[src/hw/rtl/ufpd_pkg.sv]
// Package for the form pair decoder: character codes, byte classes and the
// queue entry that passes from the front end to the back end.
// No dependencies.
package ufpd_pkg;

   localparam logic [7:0] CH_AMP     = 8'h26;
   localparam logic [7:0] CH_EQUAL   = 8'h3D;
   localparam logic [7:0] CH_PERCENT = 8'h25;
   localparam logic [7:0] CH_PLUS    = 8'h2B;
   localparam logic [7:0] CH_SPACE   = 8'h20;

   localparam int QUEUE_DEPTH = 4;

   typedef enum logic [2:0] {
      CLS_OTHER,
      CLS_EQUAL,
      CLS_AMP,
      CLS_PERCENT,
      CLS_PLUS
   } byte_class_type;

   typedef struct packed {
      logic [7:0]     in_byte;
      logic           is_last;
      byte_class_type cls;
      logic [3:0]     digit;
   } item_type;

   // Hexadecimal digit value; any byte that is not a hex digit counts as zero.
   function automatic logic [3:0] hex_digit(input logic [7:0] b);
      logic [3:0] val;
      val = 4'd0;
      if (b >= 8'h30 && b <= 8'h39) begin
         val = b[3:0];
      end else if ((b >= 8'h41 && b <= 8'h46) || (b >= 8'h61 && b <= 8'h66)) begin
         val = 4'(b[3:0] + 4'd9);
      end
      return val;
   endfunction

endpackage

[src/hw/rtl/ufpd_req_if.sv]
// Request channel of the form pair decoder: one raw byte per transaction.
// No dependencies.
interface ufpd_req_if;
   logic       valid;
   logic       ready;
   logic [7:0] in_byte;
   logic       is_last;

   modport source(output valid, in_byte, is_last, input ready);
   modport sink(input valid, in_byte, is_last, output ready);
endinterface

[src/hw/rtl/ufpd_rsp_if.sv]
// Response channel of the form pair decoder: one decoded character and/or
// pair boundary per transaction.
// No dependencies.
interface ufpd_rsp_if;
   logic       valid;
   logic       ready;
   logic       char_valid;
   logic [7:0] char_out;
   logic       in_value;
   logic       pair_end;

   modport source(output valid, char_valid, char_out, in_value, pair_end, input ready);
   modport sink(input valid, char_valid, char_out, in_value, pair_end, output ready);
endinterface

[src/hw/rtl/url_form_pair_decoder.sv]
// Decoder for form-encoded parameter strings, one byte per transaction. The
// block takes one byte every clock cycle while the queue has room and returns
// at most one response per byte, carrying the decoded character with its
// key/value tag and/or a pair end; bytes that yield nothing (an equals sign in
// the key, a percent sign, the first escape digit) give no response. With the
// queue empty and the response side ready, an accepted byte goes into the
// queue and its response is then registered in the response register. The
// rate of one byte per cycle while neither side stalls is set by the decode
// step in the back end, and a queue of QUEUE_DEPTH entries between the
// classifying front end and the back end lets each side stall on its own.
// Depends on ufpd_pkg, ufpd_req_if, ufpd_rsp_if, ufpd_front, ufpd_queue and
// ufpd_back.
module url_form_pair_decoder #(
   parameter int QUEUE_DEPTH = ufpd_pkg::QUEUE_DEPTH
) (
   input  logic       clock,
   input  logic       reset,
   ufpd_req_if.sink   req_if,
   ufpd_rsp_if.source rsp_if
);

   ufpd_pkg::item_type push_item;
   logic               push_valid;
   logic               push_ready;
   ufpd_pkg::item_type pop_item;
   logic               pop_valid;
   logic               pop_ready;

   ufpd_front u_front (
      .req_if     (req_if),
      .push_item  (push_item),
      .push_valid (push_valid),
      .push_ready (push_ready)
   );

   ufpd_queue #(
      .DEPTH (QUEUE_DEPTH)
   ) u_queue (
      .clock      (clock),
      .reset      (reset),
      .push_item  (push_item),
      .push_valid (push_valid),
      .push_ready (push_ready),
      .pop_item   (pop_item),
      .pop_valid  (pop_valid),
      .pop_ready  (pop_ready)
   );

   ufpd_back u_back (
      .clock     (clock),
      .reset     (reset),
      .pop_item  (pop_item),
      .pop_valid (pop_valid),
      .pop_ready (pop_ready),
      .rsp_if    (rsp_if)
   );

endmodule

[src/hw/rtl/ufpd_front.sv]
// Front end of the form pair decoder: accepts request transactions and
// classifies each byte for the back end.
// Depends on ufpd_pkg and ufpd_req_if.
module ufpd_front (
   ufpd_req_if.sink          req_if,
   output ufpd_pkg::item_type push_item,
   output logic              push_valid,
   input  logic              push_ready
);

   ufpd_pkg::byte_class_type cls;

   always_comb begin
      unique case (req_if.in_byte)
         ufpd_pkg::CH_EQUAL:   cls = ufpd_pkg::CLS_EQUAL;
         ufpd_pkg::CH_AMP:     cls = ufpd_pkg::CLS_AMP;
         ufpd_pkg::CH_PERCENT: cls = ufpd_pkg::CLS_PERCENT;
         ufpd_pkg::CH_PLUS:    cls = ufpd_pkg::CLS_PLUS;
         default:              cls = ufpd_pkg::CLS_OTHER;
      endcase
   end

   always_comb begin
      push_item.in_byte = req_if.in_byte;
      push_item.is_last = req_if.is_last;
      push_item.cls     = cls;
      push_item.digit   = ufpd_pkg::hex_digit(req_if.in_byte);
   end

   assign push_valid   = req_if.valid;
   assign req_if.ready = push_ready;

endmodule

[src/hw/rtl/ufpd_queue.sv]
// Short queue of classified bytes between the front and back ends.
// Depends on ufpd_pkg.
module ufpd_queue #(
   parameter int DEPTH = ufpd_pkg::QUEUE_DEPTH
) (
   input  logic               clock,
   input  logic               reset,
   input  ufpd_pkg::item_type push_item,
   input  logic               push_valid,
   output logic               push_ready,
   output ufpd_pkg::item_type pop_item,
   output logic               pop_valid,
   input  logic               pop_ready
);

   localparam int PTR_W = (DEPTH > 1) ? $clog2(DEPTH) : 1;
   localparam int CNT_W = $clog2(DEPTH + 1);

   ufpd_pkg::item_type entry_ff [DEPTH];
   logic [PTR_W-1:0]   wr_ptr_ff, wr_ptr_in;
   logic [PTR_W-1:0]   rd_ptr_ff, rd_ptr_in;
   logic [CNT_W-1:0]   count_ff, count_in;
   logic               push_fire;
   logic               pop_fire;

   assign push_ready = (count_ff != CNT_W'(DEPTH));
   assign pop_valid  = (count_ff != '0);
   assign pop_item   = entry_ff[rd_ptr_ff];
   assign push_fire  = push_valid && push_ready;
   assign pop_fire   = pop_valid && pop_ready;

   always_comb begin
      wr_ptr_in = wr_ptr_ff;
      rd_ptr_in = rd_ptr_ff;
      count_in  = count_ff;
      if (push_fire) begin
         wr_ptr_in = (wr_ptr_ff == PTR_W'(DEPTH - 1)) ? '0 : PTR_W'(wr_ptr_ff + 1'b1);
      end
      if (pop_fire) begin
         rd_ptr_in = (rd_ptr_ff == PTR_W'(DEPTH - 1)) ? '0 : PTR_W'(rd_ptr_ff + 1'b1);
      end
      if (push_fire && !pop_fire) begin
         count_in = CNT_W'(count_ff + 1'b1);
      end else if (pop_fire && !push_fire) begin
         count_in = CNT_W'(count_ff - 1'b1);
      end
   end

   always_ff @(posedge clock) begin
      if (reset) begin
         wr_ptr_ff <= '0;
         rd_ptr_ff <= '0;
         count_ff  <= '0;
      end else begin
         wr_ptr_ff <= wr_ptr_in;
         rd_ptr_ff <= rd_ptr_in;
         count_ff  <= count_in;
      end
   end

   always_ff @(posedge clock) begin
      if (push_fire) begin
         entry_ff[wr_ptr_ff] <= push_item;
      end
   end

   a_count_bound: assert property (@(posedge clock) disable iff (reset)
      count_ff <= CNT_W'(DEPTH))
      else $error("Queue fill count exceeds its depth.");

   a_count_track: assert property (@(posedge clock) disable iff (reset)
      (push_fire && !pop_fire) |=> (count_ff == CNT_W'($past(count_ff) + 1'b1)))
      else $error("Queue fill count did not follow a lone push.");

endmodule

[src/hw/rtl/ufpd_back.sv]
// Back end of the form pair decoder: holds the phase and escape state,
// decodes each queued byte and registers the response transaction.
// Depends on ufpd_pkg and ufpd_rsp_if.
module ufpd_back (
   input  logic               clock,
   input  logic               reset,
   input  ufpd_pkg::item_type pop_item,
   input  logic               pop_valid,
   output logic               pop_ready,
   ufpd_rsp_if.source         rsp_if
);

   typedef enum logic [1:0] {
      ESC_NONE,
      ESC_FIRST,
      ESC_SECOND
   } esc_type;

   logic       value_phase_ff, value_phase_in;
   esc_type    esc_ff, esc_in;
   logic [3:0] high_nibble_ff, high_nibble_in;
   logic       key_has_chars_ff, key_has_chars_in;
   logic       rsp_valid_ff;
   logic       char_valid_ff;
   logic [7:0] char_out_ff;
   logic       in_value_ff;
   logic       pair_end_ff;
   logic       emit;
   logic       pair;
   logic [7:0] ch;
   logic       tag;
   logic       pop_fire;

   assign pop_ready = !rsp_valid_ff || rsp_if.ready;
   assign pop_fire  = pop_valid && pop_ready;

   always_comb begin
      value_phase_in   = value_phase_ff;
      esc_in           = esc_ff;
      high_nibble_in   = high_nibble_ff;
      key_has_chars_in = key_has_chars_ff;
      emit             = 1'b0;
      pair             = 1'b0;
      ch               = '0;
      tag              = 1'b0;
      if (!value_phase_ff && pop_item.cls == ufpd_pkg::CLS_EQUAL) begin
         value_phase_in = 1'b1;
      end else if (pop_item.cls == ufpd_pkg::CLS_AMP) begin
         value_phase_in   = 1'b0;
         key_has_chars_in = 1'b0;
         pair             = 1'b1;
      end else if (pop_item.cls == ufpd_pkg::CLS_PERCENT) begin
         esc_in = ESC_FIRST;
      end else if (esc_ff == ESC_FIRST) begin
         high_nibble_in = pop_item.digit;
         esc_in         = ESC_SECOND;
      end else begin
         if (esc_ff == ESC_SECOND) begin
            ch     = {high_nibble_ff, pop_item.digit};
            esc_in = ESC_NONE;
         end else if (pop_item.cls == ufpd_pkg::CLS_PLUS) begin
            ch = ufpd_pkg::CH_SPACE;
         end else begin
            ch = pop_item.in_byte;
         end
         emit = 1'b1;
         tag  = value_phase_ff;
         if (!value_phase_ff) begin
            key_has_chars_in = 1'b1;
         end
      end
      // The last byte also closes a pair when its key is not empty; an ampersand closes one in any case.
      if (pop_item.is_last) begin
         if (key_has_chars_in) begin
            pair = 1'b1;
         end
         value_phase_in   = 1'b0;
         esc_in           = ESC_NONE;
         high_nibble_in   = '0;
         key_has_chars_in = 1'b0;
      end
   end

   always_ff @(posedge clock) begin
      if (reset) begin
         value_phase_ff   <= 1'b0;
         esc_ff           <= ESC_NONE;
         high_nibble_ff   <= '0;
         key_has_chars_ff <= 1'b0;
         rsp_valid_ff     <= 1'b0;
      end else begin
         if (pop_fire) begin
            value_phase_ff   <= value_phase_in;
            esc_ff           <= esc_in;
            high_nibble_ff   <= high_nibble_in;
            key_has_chars_ff <= key_has_chars_in;
            char_valid_ff    <= emit;
            char_out_ff      <= ch;
            in_value_ff      <= tag;
            pair_end_ff      <= pair;
         end
         if (pop_ready) begin
            rsp_valid_ff <= pop_valid && (emit || pair);
         end
      end
   end

   assign rsp_if.valid      = rsp_valid_ff;
   assign rsp_if.char_valid = char_valid_ff;
   assign rsp_if.char_out   = char_out_ff;
   assign rsp_if.in_value   = in_value_ff;
   assign rsp_if.pair_end   = pair_end_ff;

   a_rsp_not_empty: assert property (@(posedge clock) disable iff (reset)
      rsp_valid_ff |-> (char_valid_ff || pair_end_ff))
      else $error("Response transaction carries neither a character nor a pair end.");

   a_no_char_zero: assert property (@(posedge clock) disable iff (reset)
      (rsp_valid_ff && !char_valid_ff) |-> (char_out_ff == '0 && !in_value_ff))
      else $error("Character fields are not cleared when no character is sent.");

   a_last_resets: assert property (@(posedge clock) disable iff (reset)
      (pop_fire && pop_item.is_last) |=>
         (!value_phase_ff && esc_ff == ESC_NONE && !key_has_chars_ff))
      else $error("Decoder state was not cleared after the last byte.");

endmodule

[src/flat_wrapper.sv]
// flat-port wrapper written by rule: the top's interface ports become plain ports
module url_form_pair_decoder_flat 
#(
   parameter int QUEUE_DEPTH = ufpd_pkg::QUEUE_DEPTH
)
  (clock, reset, req_if_valid, req_if_in_byte, req_if_is_last, req_if_ready, rsp_if_valid, rsp_if_char_valid, rsp_if_char_out, rsp_if_in_value, rsp_if_pair_end, rsp_if_ready);
  ufpd_req_if req_if_i ();
  ufpd_rsp_if rsp_if_i ();
  input  logic clock;
  input  logic reset;
  input wire logic [$bits(req_if_i.valid)-1:0] req_if_valid;
  input wire logic [$bits(req_if_i.in_byte)-1:0] req_if_in_byte;
  input wire logic [$bits(req_if_i.is_last)-1:0] req_if_is_last;
  output wire logic [$bits(req_if_i.ready)-1:0] req_if_ready;
  output wire logic [$bits(rsp_if_i.valid)-1:0] rsp_if_valid;
  output wire logic [$bits(rsp_if_i.char_valid)-1:0] rsp_if_char_valid;
  output wire logic [$bits(rsp_if_i.char_out)-1:0] rsp_if_char_out;
  output wire logic [$bits(rsp_if_i.in_value)-1:0] rsp_if_in_value;
  output wire logic [$bits(rsp_if_i.pair_end)-1:0] rsp_if_pair_end;
  input wire logic [$bits(rsp_if_i.ready)-1:0] rsp_if_ready;
  assign req_if_i.valid = req_if_valid;
  assign req_if_i.in_byte = req_if_in_byte;
  assign req_if_i.is_last = req_if_is_last;
  assign req_if_ready = req_if_i.ready;
  assign rsp_if_valid = rsp_if_i.valid;
  assign rsp_if_char_valid = rsp_if_i.char_valid;
  assign rsp_if_char_out = rsp_if_i.char_out;
  assign rsp_if_in_value = rsp_if_i.in_value;
  assign rsp_if_pair_end = rsp_if_i.pair_end;
  assign rsp_if_i.ready = rsp_if_ready;
  url_form_pair_decoder #(.QUEUE_DEPTH(QUEUE_DEPTH)) u_core (.clock(clock), .reset(reset), .req_if(req_if_i), .rsp_if(rsp_if_i));
endmodule
[config.mk]
export PLATFORM = sky130hd
export DESIGN_NAME = url_form_pair_decoder_flat
export DESIGN_NICKNAME = d
export VERILOG_FILES = /design/src/hw/rtl/ufpd_pkg.sv /design/src/hw/rtl/ufpd_req_if.sv /design/src/hw/rtl/ufpd_rsp_if.sv /design/src/hw/rtl/url_form_pair_decoder.sv /design/src/hw/rtl/ufpd_front.sv /design/src/hw/rtl/ufpd_queue.sv /design/src/hw/rtl/ufpd_back.sv /design/src/flat_wrapper.sv
export SDC_FILE = /design/constraint.sdc
export NUM_CORES = 1
export LEC_CHECK = 0
export BUFFER_PORTS_ARGS = -buffer_cell sky130_fd_sc_hd__buf_2
export CAP_MARGIN = 0
export CORE_MARGIN = 2
export CORE_UTILIZATION = 45
export DETAILED_ROUTE_END_ITERATION = 10
export GPL_ROUTABILITY_DRIVEN = 0
export PLACE_DENSITY = 0.59
export SYNTH_ARGS = -nofsm -noshare
export SYNTH_HDL_FRONTEND = slang
export SYNTH_HIERARCHICAL = 1
export SYNTH_SLANG_ARGS = --single-unit
[constraint.sdc]
create_clock -name clock -period 2.6 [get_ports clock]
set_input_delay 0.52 -clock clock [delete_from_list [all_inputs] [get_ports clock]]
set_output_delay 0.52 -clock clock [all_outputs]
set_load 0.01 [all_outputs]
==> implementation parameters <==
Parameter                              Value

Outcome
  Result of the run ... finished, final reports clean

Yosys
  Cell Area, Synth ... 0.00413 mm^2
  Most frequent cells after synthesis ... sky130_fd_sc_hd__edfxtp_1, sky130_fd_sc_hd__nor2_1, sky130_fd_sc_hd__dfxtp_1
  Synthesis Warnings ... 6
  Share of the synthesized area in the top cell type ... 54.5%
  Synth top area cells ... sky130_fd_sc_hd__edfxtp_1, sky130_fd_sc_hd__dfxtp_1, sky130_fd_sc_hd__mux4_2, sky130_fd_sc_hd__ha_1, sky130_fd_sc_hd__buf_4
  Library cell occupying the most area in the post-synthesis netlist ... sky130_fd_sc_hd__edfxtp_1
  Area share of fa/ha/maj cells after synthesis ... ~4.1%
  Post-synthesis compound-gate area fraction ... 7.61%
  Number of distinct library cell variants in the gate-level netlist after synthesis ... 54
  Number of flops mapped to enable cells by yosys ... between 70 and 80
  Multiplexer fraction of the synthesized cell area ... a little under a tenth
  Basic-gate share of the synthesized area counting and, or, nand and nor cells ... 10.2%
  Primary flip-flop cell chosen by synthesis mapping ... sky130_fd_sc_hd__edfxtp_1
  Combinational family with the most area after synthesis ... simple AND/OR/NAND/NOR gates
  Share of synthesized flip-flops with an asynchronous set or reset ... 0%
  Syn Nets ... between 300 and 400
  Register bit total from synthesis ... a little over 90
  Post-synthesis cell count ... approximately 280
  Area share of xor/xnor cells in the synthesized design ... 0.636%
  Library cell with the highest instance count after synthesis ... sky130_fd_sc_hd__edfxtp_1
  Share of the yosys chip area belonging to registers ... 63.3%
  Mean Syn Cell Area ... 14.9 um^2

Routing
  Post-route antenna net violation count ... 0
  Total number of vias ... 2304
  DRC violation count after routing ... 0
  Average wire length per cell after detail routing ... around 17 um
  Routed WL ... roughly 7000 um
  First drt pass iteration count ... 4
  Starting DRC count in detailed routing ... 132
  Average via count per standard cell ... roughly 5.6

Power
  Leakage ... 1.61 nW
  Worst VDD drop ... 331 uV
  Tot Pwr ... 4.32 mW
  Share of total power in the clock network ... 21.8%
  Sequential Power Share ... a little under half
  Internal power ... 2.87 mW
  Switching Share ... 33.7%
  Pwr dens ... 962 mW/mm^2
  Combinational share of power ... a little under a third
  Switching component of the power ... 1.46 mW

STA
  Final Critical Period ... roughly 2400 ps
  Period Utilization, post-route ... 91.2%
  Setup repair after global routing missed its margin ... no
  Headroom to the max-slew limit ... 58.9%
  Count of final setup violators ... 0
  Final setup TNS ... 0 ps
  Final clock skew ... 8.97 ps
  Slew at the pin closest to its max-slew limit ... 611 ps
  Count of endpoints failing hold in the final timing report ... 0
  Max-slew violation count ... 0
  Fmax achieved ... ~420 MHz

Clock tree
  Longest Clk Path Bufs ... 2
  Worst-Skew Late Latency ... 360 ps
  # hold bufs at CTS ... 0
  Clock tree from TritonCTS ... yes
  CTS clk-pin slew, worst paths ... around 100 ps
  # H-tree levels ... 3
  Clock sink count ... 93
  Inserted Clock Buffers ... 9
  Clock Tree Root ... sky130_fd_sc_hd__clkbuf_8
  # Post-CTS Setup Buffers ... 0
  # resized after CTS ... 0

GRT
  All-Layer GR Usage ... 15.6%
  Initial antenna violation count ... 0
  Number of global-route vias before repair ... 2241
  Largest net degree at the start of global routing ... 21
  Global route total overflow ... 0
  First-pass GRT wire length ... 11600 um

Setup path
  Crit path largest cell delay ... 530 ps
  Buffers and inverters on the worst path ... 1
  CP delay by family, top ... compound AO/OA/AOI/OAI gates
  Type of origin of the critical path ... register
  Slowest cell on the critical path ... sky130_fd_sc_hd__o31ai_1
  Ordered list of cells on the worst path ... o31ai_1, ha_1, inv_1, fa_1, xor2_1, or3_2, a21oi_1
  Data required time at the worst endpoint ... 2900 ps
  Worst path arrival time ... 2670 ps
  Category of the worst setup path capture point ... register
  Largest fanout on the critical path ... 5
  Crit path kind ... reg -> reg

Floorplanning
  I/O pin total ... 26
  Chip Width ... 99.8 um
  Starting density of the core ... 46.9%
  Die area ... about 0.01 mm^2
  DIE HEIGHT ... 99.8 um
  Area of the core region ... between 0.008 and 0.009 mm^2
  Number of placement rows ... 34

Cells and area
  Share of layout cells above drive strength 1 ... 25.2%
  Nets@finish ... about 320
  Layout Area Growth over Synthesis ... 8.91%
  Antenna fix cells ... 0

Placement
  HPWL after DPL ... ~4800 um
  Count of buffers inserted at the top-level ports ... 25

Min path
  Hold Crit Class ... in -> reg

Flow run
  Maxcap violations ... 0
[routing by layer]
layer  global-route usage, %  up-vias  wire, um
met1                    21.4     1153      3450
met4                    7.90        0       155
met2                    24.3       49      3280
met5                       0        -         0
li1                        -     1094         -
met3                    2.37        8       235
[cell usage in the layout, fill, tap and decap left out, drive strengths merged, types with 5 or more instances in the layout]
cell	count
a21oi	11
a22oi	7
and3	8
buf	31
clkbuf	9
dfxtp	18
edfxtp	75
ha	12
inv	18
mux4	16
nand2	6
nand2b	5
nand3	5
nor2	21
o21ai	9
or3	5
[power groups by stage]
stage | registers (mW) | clock network [mW] | logic [mW]
after floorplan | 2.02 | 0 | 1.05
after global placement | 2.03 | 0 | 1.38
after detailed placement | 2.04 | 0 | 1.38
after CTS | 2.01 | 0.977 | 1.38
after global routing | 2.03 | 1.04 | 1.53
final | 2.00 | 0.945 | 1.38
[worst register-to-register path, stage by stage (launching register included)]
cell                      delay, ps
sky130_fd_sc_hd__dfxtp_1        370
sky130_fd_sc_hd__o31ai_1        530
sky130_fd_sc_hd__ha_1           290
sky130_fd_sc_hd__inv_1           60
sky130_fd_sc_hd__fa_1           370
sky130_fd_sc_hd__xor2_1         160
sky130_fd_sc_hd__or3_2          410
sky130_fd_sc_hd__a21oi_1        140
[state kept, by name, summed over array words and instances, names as in the netlist, named ones only]
name and count:
u_core/u_queue/entry_ff 64, u_core/u_back/rsp_if.valid 1, u_core/u_queue/count_ff 3, u_core/u_back/value_phase_ff 1, u_core/u_back/rsp_if.in_value 1, u_core/u_back/rsp_if.char_out 8
u_core/u_back/rsp_if.pair_end 1, u_core/u_queue/wr_ptr_ff 2, u_core/u_back/esc_ff 2, u_core/u_back/rsp_if.char_valid 1, u_core/u_queue/rd_ptr_ff 2, u_core/u_back/key_has_chars_ff 1
u_core/u_back/high_nibble_ff 4
[through the flow]
stage | util (%) | std cells | hold slack [ps] | cell area [um^2] | setup WS, ps
after global placement | 48.8 | 394 | 457 | 4290 | 236
after CTS | 51.1 | 410 | 371 | 4500 | 262
after detailed placement | 48.8 | 394 | 454 | 4290 | 190
after global routing | 51.1 | 410 | 373 | 4500 | 106
final | 51.1 | 410 | 385 | 4500 | 228
after floorplan | - | 278 | 432 | 4130 | 335
[path summary, 6_finish.rpt]
| path | start | to | slack [ps] | cells after the start |
|---|---|---|---|---|
| worst max register to register | u_core/u_queue/count_ff[1] | u_core/u_queue/count_ff[2] | 230 | 7 |
| worst min-delay path | req_if_is_last | u_core/u_queue/entry_ff[0][7] | 380 | 1 |
| worst max-delay path | u_core/u_queue/count_ff[1] | u_core/u_queue/count_ff[2] | 230 | 7 |
| worst min register to register | u_core/u_back/key_has_chars_ff | u_core/u_back/key_has_chars_ff | 470 | 2 |
[cells by family (layout without fill, tap and decap cells)]
logic type      after synthesis  count (layout)
simple gates                 70              70
compound gates               43              43
fa+ha+maj                    13              13
buf+inv                      37              61
xor+xnor                      3               3
flops                        93              93
mux                          19              19
[cell type report]
class,count,area [um^2]
clock buffers,9,124
repair buffers,31,170
clock inverters,7,78.8
inverters,14,52.6
multi-input cells,148,1320
fillers,759,4310
well taps,108,135
flip-flops and latches,93,2610
(Power assumes the default switching activity.)
